[src/design/per_key_write_rate_monitor_defines.svh]
// ---------------------------------------------------------------------------
// Per-key write rate monitor: assertion macros
// Shared concurrent assertion forms, clocked on clk, disabled in reset.
// ---------------------------------------------------------------------------
`ifndef PER_KEY_WRITE_RATE_MONITOR_DEFINES_SVH
`define PER_KEY_WRITE_RATE_MONITOR_DEFINES_SVH

// same-cycle implication
`define PKWRM_ASSERT_SAME(label, ante, cons, msg) \
  label: assert property (@(posedge clk) disable iff (!rst_n) (ante) |-> (cons)) \
    else $error(msg);

// next-cycle implication
`define PKWRM_ASSERT_NEXT(label, ante, cons, msg) \
  label: assert property (@(posedge clk) disable iff (!rst_n) (ante) |=> (cons)) \
    else $error(msg);

`endif

[src/design/pkwrm_pkg.sv]
// ---------------------------------------------------------------------------
// Per-key write rate monitor: package
// Types, codes and constants shared by the front, the engine and the top.
// ---------------------------------------------------------------------------
package pkwrm_pkg;

  localparam int SLOTS_DEF = 64;
  localparam int QDEPTH    = 4;
  localparam int QPTR_W    = $clog2(QDEPTH);
  localparam int QCNT_W    = $clog2(QDEPTH + 1);

  localparam logic [31:0] WINDOW_RESET = 32'd10000;
  localparam logic [15:0] THRESH_RESET = 16'd50;

  localparam int CFG_IDX_W = 4;
  localparam logic [CFG_IDX_W-1:0] CFG_WINDOW    = 4'd0;
  localparam logic [CFG_IDX_W-1:0] CFG_THRESHOLD = 4'd1;

  localparam logic [1:0] REQ_RECORD = 2'd0;
  localparam logic [1:0] REQ_RESET  = 2'd1;
  localparam logic [1:0] REQ_QUERY  = 2'd2;

  typedef enum logic [1:0] {
    OP_NONE,
    OP_RECORD,
    OP_RESET,
    OP_QUERY
  } op_t;

  typedef struct packed {
    op_t         op;
    logic [31:0] pid;
    logic [47:0] now;
  } req_t;

  typedef struct packed {
    logic valid;
    req_t item;
  } head_t;

  typedef struct packed {
    logic pop;
    logic clearing;
  } eng_ctl_t;

  typedef struct packed {
    logic [31:0] window;
    logic [15:0] threshold;
  } cfg_t;

  typedef struct packed {
    logic [31:0] proc;
    logic [15:0] count;
    logic [47:0] start;
    logic        flag;
  } slot_t;

  typedef enum logic [2:0] {
    ST_CLEAR,
    ST_IDLE,
    ST_SCAN,
    ST_DRAIN,
    ST_SEL,
    ST_EVAL,
    ST_EXEC
  } eng_state_t;

endpackage

[src/design/pkwrm_front.sv]
// ---------------------------------------------------------------------------
// Per-key write rate monitor: front end
// Accepts request beats, classifies them and queues them for the engine.
// ---------------------------------------------------------------------------
module pkwrm_front import pkwrm_pkg::*; (
  input  logic        clk,
  input  logic        rst_n,
  input  logic        in_valid,
  output logic        in_stall,
  input  logic [1:0]  in_req_type,
  input  logic [31:0] in_proc_id,
  input  logic        in_is_document,
  input  logic [47:0] in_now_ms,
  input  eng_ctl_t    ctl,
  output head_t       q_hd
);

  req_t              q_mem_r [QDEPTH];
  logic [QPTR_W-1:0] wr_ptr_r, wr_ptr_nxt;
  logic [QPTR_W-1:0] rd_ptr_r, rd_ptr_nxt;
  logic [QCNT_W-1:0] cnt_r, cnt_nxt;
  logic              push;
  req_t              cls;

  always_comb begin
    cls.pid = in_proc_id;
    cls.now = in_now_ms;
    unique case (in_req_type)
      REQ_RECORD: cls.op = (in_proc_id != '0 && in_is_document) ? OP_RECORD : OP_NONE;
      REQ_RESET:  cls.op = (in_proc_id != '0) ? OP_RESET : OP_NONE;
      REQ_QUERY:  cls.op = (in_proc_id != '0) ? OP_QUERY : OP_NONE;
      default:    cls.op = OP_NONE;
    endcase
  end

  assign in_stall = (cnt_r == QCNT_W'(QDEPTH)) || ctl.clearing;
  assign push     = in_valid && !in_stall;

  assign q_hd.valid = (cnt_r != '0);
  assign q_hd.item  = q_mem_r[rd_ptr_r];

  always_comb begin
    wr_ptr_nxt = push ? wr_ptr_r + 1'b1 : wr_ptr_r;
    rd_ptr_nxt = ctl.pop ? rd_ptr_r + 1'b1 : rd_ptr_r;
    unique case ({push, ctl.pop})
      2'b10:   cnt_nxt = cnt_r + 1'b1;
      2'b01:   cnt_nxt = cnt_r - 1'b1;
      default: cnt_nxt = cnt_r;
    endcase
  end

  always_ff @(posedge clk) begin
    if (!rst_n) begin
      wr_ptr_r <= '0;
      rd_ptr_r <= '0;
      cnt_r    <= '0;
    end else begin
      wr_ptr_r <= wr_ptr_nxt;
      rd_ptr_r <= rd_ptr_nxt;
      cnt_r    <= cnt_nxt;
    end
  end

  always_ff @(posedge clk) begin
    if (push) begin
      q_mem_r[wr_ptr_r] <= cls;
    end
  end

endmodule

[config.mk]
export PLATFORM = sky130hd
export DESIGN_NAME = pkwrm_front
export DESIGN_NICKNAME = d
export VERILOG_FILES = /design/src/design/per_key_write_rate_monitor_defines.svh /design/src/design/pkwrm_pkg.sv /design/src/design/pkwrm_front.sv
export SDC_FILE = /design/constraint.sdc
export NUM_CORES = 1
export LEC_CHECK = 0
export ABC_AREA = 1
export BUFFER_PORTS_ARGS = -buffer_cell sky130_fd_sc_hd__buf_2
export CAP_MARGIN = 10
export CORE_MARGIN = 3
export CORE_UTILIZATION = 30
export CTS_BUF_LIST = sky130_fd_sc_hd__clkbuf_2
export CTS_CLUSTER_SIZE = 25
export DETAILED_ROUTE_END_ITERATION = 7
export GPL_TIMING_DRIVEN = 1
export HOLD_SLACK_MARGIN = 0.02
export REMOVE_ABC_BUFFERS = 1
export SYNTH_ARGS = -nofsm -noshare
export SYNTH_HDL_FRONTEND = slang
export SYNTH_SLANG_ARGS = --single-unit
[constraint.sdc]
create_clock -name clk -period 5.85 [get_ports clk]
set_input_delay 1.17 -clock clk [delete_from_list [all_inputs] [get_ports clk]]
set_output_delay 1.17 -clock clk [all_outputs]
set_load 0.05 [all_outputs]
**Yosys cells after proc, flatten, opt, wreduce, memory -nomap -nowiden**

Memory sizes are Yosys's and may differ from the RTL's. A register that Yosys moved wholly into a read port is not among the register bits.
Cells that the tools add are included.

- Memory bits (writable): 328
- Memories kept: 1
- Output and inout bits: 84
- Logic and storage cells: 30
- Input bits: 88
- Bits in registers: 7

Memories:

| memory | depth | width | read ports | clocked after memory_dff | write ports | RTL line | text |
|---|---|---|---|---|---|---|---|
| q_mem_r | 4 | 82 | 1 | 1 | 1 | pkwrm_front.sv:18 | `req_t q_mem_r [QDEPTH];` |

- Eq/ne operators: 5
- Add/sub/neg operators: 4
- Reductions and logical operators: 8
- Mux-type cells: 9

Operator list:

| kind | number |
|---|---|
| 32-bit nonzero test | 1 |
| 2-bit 2-to-1 mux | 4 |
| 2-bit case mux with 3 select lines | 1 |
| 3-bit case mux with 2 select lines | 1 |
| 2-bit by 1-bit adder with 2-bit output (second input constant) | 2 |
| 2-bit by 1-bit == test with 1-bit output (second input constant) | 2 |
| 2-bit == test (second input constant) | 2 |
| 3-bit by 1-bit adder with 3-bit output (second input constant) | 1 |
| 3-bit == test (second input constant) | 1 |
| 1-bit 2-to-1 mux | 3 |
| 3-bit nonzero test | 1 |
| 3-bit by 1-bit subtractor with 3-bit output (second input constant) | 1 |
| 1-bit logical AND | 2 |
| 2-bit logical NOT | 1 |
| 2-bit nonzero test | 1 |
| 1-bit logical NOT | 1 |
| 1-bit logical OR | 1 |

**Logic depth before layout (Yosys ltp)**

Gate-level depths: netlist (run 1).

- Depth in word-level cells: 6
- Mapped depth: 10
- Mapped depth without buffers: 10

**Worst setup path after synthesis (run 1)**

OpenSTA, ideal clock, no wires.

- Kind: input -> register
- Start point: in ctl[0] (netlist name)
- End point: mem q_mem_r[0][0] (netlist name) (enable)
- Cell stages on the path: 3
- Buffers on the path: 0
- Slack: 489 ps
- Data required time: 5,327 ps
- Data arrival time: 4,838 ps
- Setup time: 523 ps
- Cells stage by stage: inv_1 nand3_2 nor2_1

- Word-level cells in the longest chain between the ends: 5

RTL lines:

| what | RTL line | text |
|---|---|---|
| start, declared | pkwrm_front.sv:14 | `input eng_ctl_t ctl,` |
| 1-bit logical OR | pkwrm_front.sv:36 | `assign in_stall = (cnt_r == QCNT_W'(QDEPTH)) \|\| ctl.clearing;` |
| 1-bit logical NOT | pkwrm_front.sv:37 | `assign push = in_valid && !in_stall;` |
| 1-bit logical AND | pkwrm_front.sv:37 |  |
| 1-bit 2-to-1 mux | pkwrm_front.sv:65 | `if (push) begin` |
| 1-bit 2-to-1 mux (not written as such) | pkwrm_front.sv:66 | `q_mem_r[wr_ptr_r] <= cls;` |
| end, declared | pkwrm_front.sv:18 |  |

Every way passes these cells.

==> qor.yml, run 1 <==
status: "finished, final reports clean"
yosysTopAreaCell: "edfxtp_1"
p_leak_nw: 5.246
worstSetupPathType: "reg2out"
track_usage: 0.1328
final_area_um2: 14920
startpoint_type: "register"
grt_pass1_vias: 7939
min_to: "q_mem_r[1][57]$_DFFE_PP_"
cp.arrival_ns: 3.59
final_common_cell: "edfxtp_1"
rsz0062_at_grt: "no"
cp_max_fo: 104
cts_tree: "built"
grt_pass1_wl_um: 45280
drtIter0Drc: 431
fin_hold_ws_ns: 0.3695
clock_latency_ns: 1.01
gp_congestion: 0.7028
regToRegSetupSlack_ns: 3.20
cp_cell_sequence: "buf_4, o21ai_0, o22ai_1, buf_2"
powerDensity_nw_per_um2: 336.0
tightestPinTransition_ns: 1.129
critPathMaxStageDelay_ns: 0.93
hold_viol: 0
crit_buf_inv: 2
crit_family: "buffers and inverters"
synthTopCellsByArea: "edfxtp_1, nor2_1, o22ai_1"
worst_slack_ns: 1.085
cts_hold_buf: 0
cts_buffers: 87
top_usage_layer: "met2"
antenna_found_initial: 3
post-route-min-period_ns: 4.765
drive_gt1_frac: 0.2954
stdcell_count: 1702
syn_to_final_growth_pct: 16.19
synth_area_um2: 12840
timing.rr.start: "cnt_r[0]$_SDFFE_PN0P_"
synth_top_area_share: 0.7668
cts_root_buffer: "clkbuf_2"
drt_wl_total_um: 30140
post-dp-hpwl_um: 16050
clock-sinks: 337
cts_setup_buffers: 0
core_um2: 42130
nets: 1198
seqCellArea_um2: 10040
peakVddDrop_mv: 0.1193
reg2reg_to: "q_mem_r[1][35]$_DFFE_PP_"
grt_max_degree: 129
yosysWarnings: 0
reg2regPathDepth: 5
final_cell_mix: "edfxtp_1, nor2_1, buf_2"
clk_pin_slew_worst_paths_ns: 0.12
postSynthAreaPerCell_um2: 14.50
ys_seq_area_frac: 0.7808
hp-class: "in2reg"
dr_total_vias: 8030
hold_path_depth: 1
met1_usage: 0.1672
required_ns: 4.68
start_util: 0.3049
place_ws_ns: 2.027
use_met2: 0.2081
setup_viol: 0
postCtsResizedCells: 0
die-area_um2: 45330
placed_area_um2: 14160
grtUsageMet3: 0.04834
multiInputGateArea_um2: 2432
slew_viol_final: 0
slew_headroom: 0.2473
wl_per_cell_um: 17.71
numPortBuffers: 171
final.setup_skew_ns: 0.06078
cts_max_path_buffers: 3
htree_num_levels: 3
crit_slowest_cell: "buf_4"
ys_types: 27
end_kind: "output port"
die_h_um: 212.9
row_count: 75
placed_cells: 1554
die_w_um: 212.9
max_freq_mhz: 209.9
hold_path_startpoint: "in_proc_id[9]"
dr.pass1.iters: 5
drcViolationCount: 0
viasPerCell: 4.718
period_share: 0.8144
fill_cells: 4105
ys_ff_latch: 337
overflow: 0
maxCapViolCount: 0
syn_inst: 886
ios: 172
antenna_left: 0
layer usage:
layer	routed length, um	share of wire	vias to the layer above
li1	-	-	3806
met1	13120	0.44	3949
met2	14240	0.47	232
met3	2210	0.073	39
met4	536	0.018	4
met5	29	0.00096	-
worst max path at each step:
stage	slack, ns	end	cells past startpoint	from
after global routing	0.68	q_hd[14]	4	register
after CTS	0.87	q_hd[30]	5	register
after floorplan	-0.05	q_hd[0]	3	register
after global placement	2.09	q_hd[44]	5	register
after detailed placement	2.03	q_hd[30]	5	register
final	1.09	q_hd[46]	4	register
final cells by class:
class | instances | share of cell area
clock inverter | 26 | 0.01048
timing repair buffer | 182 | 0.06455
sequential | 337 | 0.6725
clock buffer | 120 | 0.04024
inverter | 13 | 0.003689
multi-input combinational | 483 | 0.1630
antenna | 2 | 0.0003353
tap | 539 | 0.04519
Yosys cell counts, drive strengths merged:
cell type	n
a21oi	3
buf	39
clkbuf	14
dfxtp	9
edfxtp	328
fa	1
ha	5
inv	13
nand2	18
nand3	2
nand3b	1
nor2	199
nor3b	1
o21ai	169
o21bai	1
o22ai	82
xnor2	1
report_power, final:
group          internal (mW)  total (mW)  switching (mW)
sequential              2.72        2.75          0.0266
clock                  0.638        1.57           0.931
combinational          0.155       0.699           0.544
total                   3.51        5.01            1.50
state kept, by name (all words and copies together), names as in the netlist, named ones only:
signal	count
cnt_r	3
wr_ptr_r	2
rd_ptr_r	2
q_mem_r	328
kinds of logic (layout without fill, tap and decap cells):
family,after synthesis,after routing,synth area share
AOI/OAI and AO/OA,255,255,0.1138
xor gates and xnor gates,1,1,0.0006820
adders and majority gates,6,6,0.006429
buffers and inverters,66,341,0.03215
DFF,337,337,0.7808
other,0,2,0
and+or+nand+nor,221,221,0.06614
metrics by stage:
| stage | setup TNS (ns) | util | power (mW) |
|---|---|---|---|
| finish | 0 | 0.3542 | 5.014 |
| global route | 0 | 0.3542 | 5.282 |
| CTS | 0 | 0.3541 | 5.106 |
| detailed placement | 0 | 0.3361 | 3.511 |
| global placement | 0 | 0.3361 | 3.502 |
| floorplan | -0.6255 | - | 3.285 |
No activity file was read; power rests on OpenSTA's default activity.
==> run 2: changes to the inputs <==
==> constraint.sdc (replaced) <==
create_clock -name clk -period 4.2 [get_ports clk]
set_input_delay 0.84 -clock clk [delete_from_list [all_inputs] [get_ports clk]]
set_output_delay 0.84 -clock clk [all_outputs]
set_load 0.05 [all_outputs]
==> run 2 against run 1 <==
Sequential cell count unchanged. Clock power up 38%. Cell area up 5.8%. Non-clock buffer count up 86. Clock skew up 0.0062 ns. Die area unchanged. Count of clock-buffer cells in the layout up 4. Wire length up 0.17%. Sequential share of layout area down 3.7 points. Critical path depth up 1. Sequential power up 39%. Power up 40%. Highest routed layer is now met4.
==> qor.yml, run 2 (synthesis gave the netlist of run 1 again) <==
maxCapViolCount: 0  # unchanged
dr_total_vias: 8128  # was 8030
regToRegSetupSlack_ns: 1.88  # was 3.20 ns
top_register: "q_mem_r"  # unchanged
dr.pass1.iters: 5  # unchanged
numPortBuffers: 171  # unchanged
wl_per_cell_um: 16.89  # was 17.71 um
reg2reg_to: "q_mem_r[1][37]$_DFFE_PP_"  # was q_mem_r[1][35]$_DFFE_PP_
period_share: 0.9103
overflow: 0  # unchanged
powerDensity_nw_per_um2: 444.7  # was 336.0 nW/um2
die-area_um2: 45330  # unchanged
cp_max_fo: 82  # was 104
post-route-min-period_ns: 3.823
setup_viol: 0  # unchanged
drt_wl_total_um: 30190  # was 30140 um
final_common_cell: "edfxtp_1"  # unchanged
crit_slowest_cell: "inv_6"  # was buf_4
hp-class: "in2reg"  # unchanged
cp_cell_sequence: "inv_6, buf_4, nor2_1, o22ai_1, buf_2"  # was buf_4, o21ai_0, o22ai_1, buf_2
end_kind: "output port"  # unchanged
multiInputGateArea_um2: 2432  # unchanged
drtIter0Drc: 466  # was 431
crit_family: "buffers and inverters"  # unchanged
cts_buffers: 88  # was 87
placed_area_um2: 14200  # was 14160 um2
core_um2: 42130  # unchanged
syn_to_final_growth_pct: 22.96  # was 16.19%
placed_cells: 1558  # was 1554
status: "finished, final reports clean"  # unchanged
grt_pass1_vias: 8264  # was 7939
grt_pass1_wl_um: 45570  # was 45280 um
startpoint_type: "register"  # unchanged
crit_buf_inv: 3  # was 2
grt_max_degree: 165  # was 129
hold_path_startpoint: "in_req_type[0]"  # was in_proc_id[9]
track_usage: 0.1329  # was 0.1328
fill_cells: 4063  # was 4105
nets: 1285  # was 1198
worstSetupPathType: "reg2out"  # unchanged
final_area_um2: 15790  # was 14920 um2
seqCellArea_um2: 10040  # unchanged
antenna_found_initial: 2  # was 3
clk_pin_slew_worst_paths_ns: 0.10  # was 0.12 ns
fin_hold_ws_ns: 0.3593  # was 0.3695 ns
peakVddDrop_mv: 0.2414  # was 0.1193 mV
fin_util: 0.3748  # was 0.3542
min_to: "q_mem_r[1][81]$_DFFE_PP_"  # was q_mem_r[1][57]$_DFFE_PP_
reg2regPathDepth: 5  # unchanged
p_leak_nw: 5.625  # was 5.246 nW
die_h_um: 212.9  # unchanged
timing.rr.start: "cnt_r[0]$_SDFFE_PN0P_"  # unchanged
die_w_um: 212.9  # unchanged
antenna_left: 0  # unchanged
slew_headroom: 0.4293  # was 0.2473
largest_reg_flops: 328  # unchanged
hold_viol: 0  # unchanged
cts_setup_buffers: 0  # unchanged
top_regs: "q_mem_r x328, cnt_r x3"  # unchanged
viasPerCell: 4.548  # was 4.718
drcViolationCount: 0  # unchanged
critPathMaxStageDelay_ns: 0.51  # was 0.93 ns
drive_gt1_frac: 0.2809  # was 0.2954
tightestPinTransition_ns: 0.8560  # was 1.129 ns
clock-sinks: 337  # unchanged
post-dp-hpwl_um: 16070  # was 16050 um
slew_viol_final: 0  # unchanged
required_ns: 3.36  # was 4.68 ns
start_util: 0.3049  # unchanged
cp.arrival_ns: 2.98  # was 3.59 ns
max_freq_mhz: 261.5
final.setup_skew_ns: 0.06697  # was 0.06078 ns
final_cell_mix: "edfxtp_1, nor2_1, buf_2"  # unchanged
rsz0062_at_grt: "no"  # unchanged
hold_path_depth: 3  # was 1
cts_root_buffer: "clkbuf_2"  # unchanged
htree_num_levels: 3  # unchanged
gp_congestion: 0.7045  # was 0.7028
clock_latency_ns: 0.98  # was 1.01 ns
stdcell_count: 1787  # was 1702
cts_tree: "built"  # unchanged
row_count: 75  # unchanged
cts_max_path_buffers: 3  # unchanged
ios: 172  # unchanged
==> run 2: changes by cell type in the layout (fill, tap and decap cells not counted), moves of 2 or more <==
cell / previous run / this run
dlygate4sd3_1: 0 / 82
clkbuf_2: 120 / 124
clkinv_1: 16 / 12
buf_4: 9 / 11
inv_2: 3 / 1
==> run 2: worst min-delay path, delay by kind of cell <==
kind / cells / cell delay, ns
xor+xnor: 1 / 0.13
buf+inv: 1 / 0.09
simple gates: 1 / 0.09
==> run 2: area by class of cell <==
type                    count  share of cell area
diodes                      2           0.0003169
clock buffers             124             0.03929
clock inverters            21            0.008793
inverters                  13            0.003486
multi-input cells         483              0.1540
flip-flops and latches    337              0.6355
well taps                 539             0.04270
repair buffers            268              0.1159
==> run 2: worst max-delay path by stage <==
stage | slack [ns] | from | to | depth (start not counted)
global route | 0.005 | register | q_hd[30] | 5
detailed placement | 1.35 | register | q_hd[30] | 5
floorplan | -1.37 | register | q_hd[0] | 3
finish | 0.38 | register | q_hd[30] | 5
global placement | 1.38 | register | q_hd[25] | 5
CTS | 0.09 | register | q_hd[52] | 4
==> run 2: power by group <==
part	internal, mW	total [mW]	leakage, nW	switching [mW]
combinational	0.269	1.04	1.98	0.772
sequential	3.79	3.82	3.05	0.0331
clock	0.906	2.16	0.590	1.25
total	4.96	7.02	5.62	2.06
==> run 2: through the flow <==
stage          setup slack [ns]  TNS [ns]  power (mW)
4_1_cts                 0.09431         0       7.162
6_report                 0.3766         0       7.024
2_1_floorplan            -1.368   -381.36       4.575
3_5_place_dp              1.354         0       4.890
3_3_place_gp              1.379         0       4.879
5_1_grt                0.005222         0       7.412
==> run 2: per-layer routing <==
layer / up-vias / share of wire / GRT usage
met2: 217 / 0.48 / 0.2110
met3: 35 / 0.063 / 0.04085
met4: 0 / 0.018 / 0.05621
met5: - / 0 / 0
li1: 3976 / - / -
met1: 3900 / 0.44 / 0.1693
==> run 2: repair_timing <==
action / 4_1_cts / 5_1_grt
hold buffers: 82 / 0
gates resized for setup: 0 / 1
endpoints found under the setup margin: 0 / 1
hold endpoints to repair: 329 / 0
